**src/design/chm_queue.sv**
```systemverilog
// ----------------------------------------------------------------------------
// chm_queue
// Two-entry queue between the request front end and the table engine.
// ----------------------------------------------------------------------------
module chm_queue #(
  parameter int WIDTH = 8
) (
  input  logic             clk,
  input  logic             rst_n,
  input  logic             push,
  input  logic [WIDTH-1:0] push_data,
  output logic             not_full,
  input  logic             pop,
  output logic             not_empty,
  output logic [WIDTH-1:0] pop_data
);
  logic [WIDTH-1:0] slot_r [2];
  logic             wr_ptr_r;
  logic             rd_ptr_r;
  logic [1:0]       fill_r;

  assign not_full  = (fill_r != 2'd2);
  assign not_empty = (fill_r != 2'd0);
  assign pop_data  = slot_r[rd_ptr_r];

  always_ff @(posedge clk) begin
    if (!rst_n) begin
      wr_ptr_r <= 1'b0;
      rd_ptr_r <= 1'b0;
      fill_r   <= 2'd0;
    end else begin
      if (push) begin
        wr_ptr_r <= ~wr_ptr_r;
      end
      if (pop) begin
        rd_ptr_r <= ~rd_ptr_r;
      end
      if (push && !pop) begin
        fill_r <= fill_r + 2'd1;
      end else if (pop && !push) begin
        fill_r <= fill_r - 2'd1;
      end
    end
  end

  always_ff @(posedge clk) begin
    if (push) begin
      slot_r[wr_ptr_r] <= push_data;
    end
  end
endmodule

```
**config.mk**
```make
export PLATFORM = sky130hd
export DESIGN_NAME = chm_queue
export DESIGN_NICKNAME = d
export VERILOG_FILES = /design/src/design/chm_queue.sv
export SDC_FILE = /design/constraint.sdc
export NUM_CORES = 1
export LEC_CHECK = 0
export ABC_AREA = 1
export BUFFER_PORTS_ARGS = -buffer_cell sky130_fd_sc_hd__buf_2
export CAP_MARGIN = 20
export CORE_ASPECT_RATIO = 0.75
export CORE_MARGIN = 1
export CORE_UTILIZATION = 32
export DETAILED_ROUTE_END_ITERATION = 6
export PLACE_DENSITY = 0.52
export SYNTH_ARGS = -nofsm -noshare
export SYNTH_HDL_FRONTEND = slang
export SYNTH_SLANG_ARGS = --single-unit
```
**constraint.sdc**
```tcl
create_clock -name clk -period 1.74 [get_ports clk]
set_clock_uncertainty 0.2 [all_clocks]
set_input_delay 0.174 -clock clk [delete_from_list [all_inputs] [get_ports clk]]
set_output_delay 0.174 -clock clk [all_outputs]
set_load 0.005 [all_outputs]
```
[After elaboration in Yosys (flattened, before gate mapping)]
Memory sizes are Yosys's and may differ from the RTL's. A register that Yosys moved wholly into a read port is not among the register bits.
Index checks and enable logic that the tools add are counted.
Storage, ports and cells
  input port bits: 12
  memory bits (writable): 16
  output and inout port bits: 10
  register bits after elaboration: 4
  logic and storage cells: 21
  memories kept: 1
Memories
  slot_r: words 2, width 8, read ports 1, clocked after Yosys merged registers in 1, write ports 1, line 17  | logic [WIDTH-1:0] slot_r [2];
Operators by class
  equality and inequality tests: 1
  bitwise gates (word level): 2
  reduce and logical (&&, ||, !) cells: 6
  add/sub/neg operators: 2
  multiplexer cells: 6
Operators by type and width (number)
  2-to-1 mux 1 bit: 4
  2-to-1 mux 2 bit: 2
  nonzero test 2 bit: 2
  adder 2 x 1 -> 2 bit, second input constant: 1
  logical AND 1 bit: 2
  zero test 1 bit: 2
  != test 2 bit, second input constant: 1
  NOT 1 bit: 2
  subtractor 2 x 1 -> 2 bit, second input constant: 1

[Longest topological paths before layout]
  word-level depth: 4
  gate-level depth with buffers: 8
  mapped depth without buffers: 8

[Least setup slack after synthesis]
No wires, ideal clock.
  path kind: reg2reg
  from: register wr_ptr_r
  to: memory slot_r[0][0] (enable)
  stages on the path, launching flop included: 2
  buffers on the path: 0
  slack: 482 ps
  data arrival time: 687 ps
  period minus slack after synthesis: 1258 ps
  setup time: 370 ps
  data required time: 1170 ps
  cells stage by stage: dfxtp_1 -> nor2_1
RTL lines
  start: declaration: line 18  | logic wr_ptr_r;
  start signal: assignment: line 33  | wr_ptr_r <= ~wr_ptr_r;
  end: declaration: line 17
No word-level cell before the write port.

==> metrics.md <==
| Metric | Value |
|---|---|
| Htree depth | 1 |
| Die area | 2741 µm² |
| Dpl cell area | 954.7 µm² |
| Leak | 0.4615 nW |
| Root buf cell | clkbuf_4 |
| DRC viols | 0 |
| First-pass GRT wire length | 1856 µm |
| Worst setup margin | 0.1375 ns |
| Clock sink total | 21 |
| Slew Viols, Final | 0 |
| Slew margin rel. | 75.45% |
| Final global-route overflow total | 0 |
| Most frequent cell after synthesis | edfxtp_1 |
| Area Overhead vs Synth | 34.88% |
| Placeable core region | 2346 µm² |
| Crit-path max FO | 8 |
| Arrival time at the worst endpoint | 1.23 ns |
| Ant diodes | 0 |
| Max-cap violations | 0 |
| Vias | 521 |
| DR top layer | met4 |
| Post-DP HPWL | 873.4 µm |
| 1st-pass router iterations | 4 |
| Rows | 15 |
| Post-route non-filler standard cell count | 128 |
| Worst skew pair latency | 0.30 ns |
| Io pins | 22 |
| Ys flop type | edfxtp_1 |
| Final Wtd Congestion | 0.6735 |
| Fillers | 226 |
| Post-Place Cells | 113 |
| Initial antenna violation count | 0 |
| Path type of the worst setup path | reg -> out |
| Commonest cells post-synth | edfxtp_1, inv_1, mux2_2, nand2_1 |
| Met3 WL | 68 µm |
| Worst vdd rail ir drop | 0.4305 mV |
| I/O Buffers | 21 |
| Num CTS Buffers | 3 |
| Tightest Pin Transition | 0.3678 ns |
| Layout cells sized above 1 | 39.36% |
| Hold Path Class | reg -> reg |
| Largest cells by area after synthesis | edfxtp_1, dfxtp_1, mux2_2 |
| Footprint of the multi-input gates | 185.2 µm² |
| EDFF count, synth | 16 |
| Area leader, netlist | edfxtp_1 |
| Fin nets | 108 |
| Initial Utilization | 34.56% |
| Place WS | 0.3300 ns |
| Setup TNS | 0 ns |
| Final Instance Area | 1094 µm² |
| CTS tree | built |
| Final Hold Vio Count | 0 |
| YS warnings | 0 |
| Mapped Nets | 71 |
| Critical path launch point type | flip-flop |
| Final setup viols | 0 |
| Synth async-reset ratio | 0% |
| Period utilisation layout | 92.10% |
| Synthesized area | 810.8 µm² |
| Vias in the first global route | 461 |
| WL met1 | 531 µm |
| Critical Path Sink Type | output port |
| Final WL | 1240 µm |
| Clock period minus worst slack | 1.603 ns |
| FF/Latch Area | 581.8 µm² |
| Pwr Density | 874.2 nW/µm² |
| Die H | 45.59 µm |
| WL met2 | 627 µm |
| Mapped Cells | 58 |
| Mean routed wirelength per cell | 9.688 µm |
| Status | completed |
| Post-DRT Antenna Nets | 0 |
| Peak Freq | 0.6240 GHz |
| Synth unique cells | 16 |
| Gr usage total | 9.975% |
| Die width | 60.12 µm |
| Yosys top cell area share | 59.26% |
| Syn_area_per_cell | 13.98 µm² |
| Drt via density | 4.070 |
| Synth Register Bits | 21 |
| Sequential element share of the synthesized area | 71.60% |
| Clock buffer depth | 2 |
| Largest net degree at the start of global routing | 13 |
| Iter 0 DRT Violations | 10 |
| CP required | 1.37 ns |
| CTS clk-pin slew, worst paths | 0.11 ns |
| Unrepaired setup endpoints after global routing | no |
==> cells in the final DEF, fill, tap and decap left out <==
cell and n:
buf_2 21, dfxtp_2 1, clkbuf_4 3, clkinv_2 1
nand2_1 6, xnor2_1 1, inv_2 1, ha_1 1
nand2_2 1, nand3_1 1, dfxtp_1 4, nor2_1 5
a21oi_1 1, o21ai_0 1, nand4_1 1, mux2_2 8
edfxtp_1 16, buf_4 1, nor3_1 1, dlygate4sd3_1 11
inv_1 8
==> cell type report <==
class,instances,share of cell area (%)
clock buffer,3,2.059
clock inverter,1,0.4577
inverter,9,3.089
multi-input combinational,27,16.93
sequential,21,53.20
tap,34,3.890
timing repair buffer,33,20.37
==> registers in the layout, indices dropped and copies added, names as in the netlist, named ones only <==
register and cells:
slot_r 16, rd_ptr_r 1, wr_ptr_r 1, fill_r 2
==> timing repair <==
action                                 CTS  global route
endpoints found under the hold margin   21             0
resized for setup                        1             0
setup endpoints to repair                8             0
setup buffers                            0             0
hold buffers                            11             0
==> critical path: stages, from the launching register on <==
cell     delay, ns
dfxtp_2       0.45
mux2_2        0.36
buf_2         0.12
==> final timing paths <==
path / start / to / slack [ns] / depth (start not counted)
hold reg to reg: fill_r[0]$_SDFFE_PN0P_ / fill_r[0]$_SDFFE_PN0P_ / 0.30 / 1
hold / removal: fill_r[0]$_SDFFE_PN0P_ / fill_r[0]$_SDFFE_PN0P_ / 0.30 / 1
setup / recovery: flip-flop / pop_data[3] / 0.14 / 2
setup reg to reg: wr_ptr_r$_SDFFE_PN0P_ / slot_r[0][1]$_DFFE_PP_ / 0.51 / 2
==> routing by layer <==
layer / track usage [%] / up-vias
li1: - / 271
met1: 10.67 / 233
met2: 16.70 / 15
met3: 5.114 / 2
met4: 4.186 / 0
met5: 0 / -
==> per-stage QoR <==
stage	power [mW]	utilization, %	hold WS (ns)
after CTS	0.9722	46.61	0.3031
after floorplan	0.6701	-	0.07287
final	0.9560	46.61	0.3014
after global placement	0.7175	40.69	0.1640
after global routing	1.002	46.61	0.3452
after detailed placement	0.7204	40.69	0.1657
==> power by group <==
| part | total, mW | internal [mW] | switching [mW] |
|---|---|---|---|
| logic | 0.133 | 0.0776 | 0.0555 |
| clock network | 0.231 | 0.0857 | 0.145 |
| registers | 0.592 | 0.574 | 0.0181 |
==> kinds of logic after synthesis <==
kind of cell	after synthesis	share of synthesized area, %
AO/OA/AOI/OAI	2	1.233
XOR/XNOR	1	1.080
adder cells (fa/ha/maj)	1	1.543
buffers and inverters	10	5.555
flip-flops	21	71.61
multiplexers	8	11.11
AND/OR/NAND/NOR	15	7.870
No activity file was read; power rests on OpenSTA's default activity.
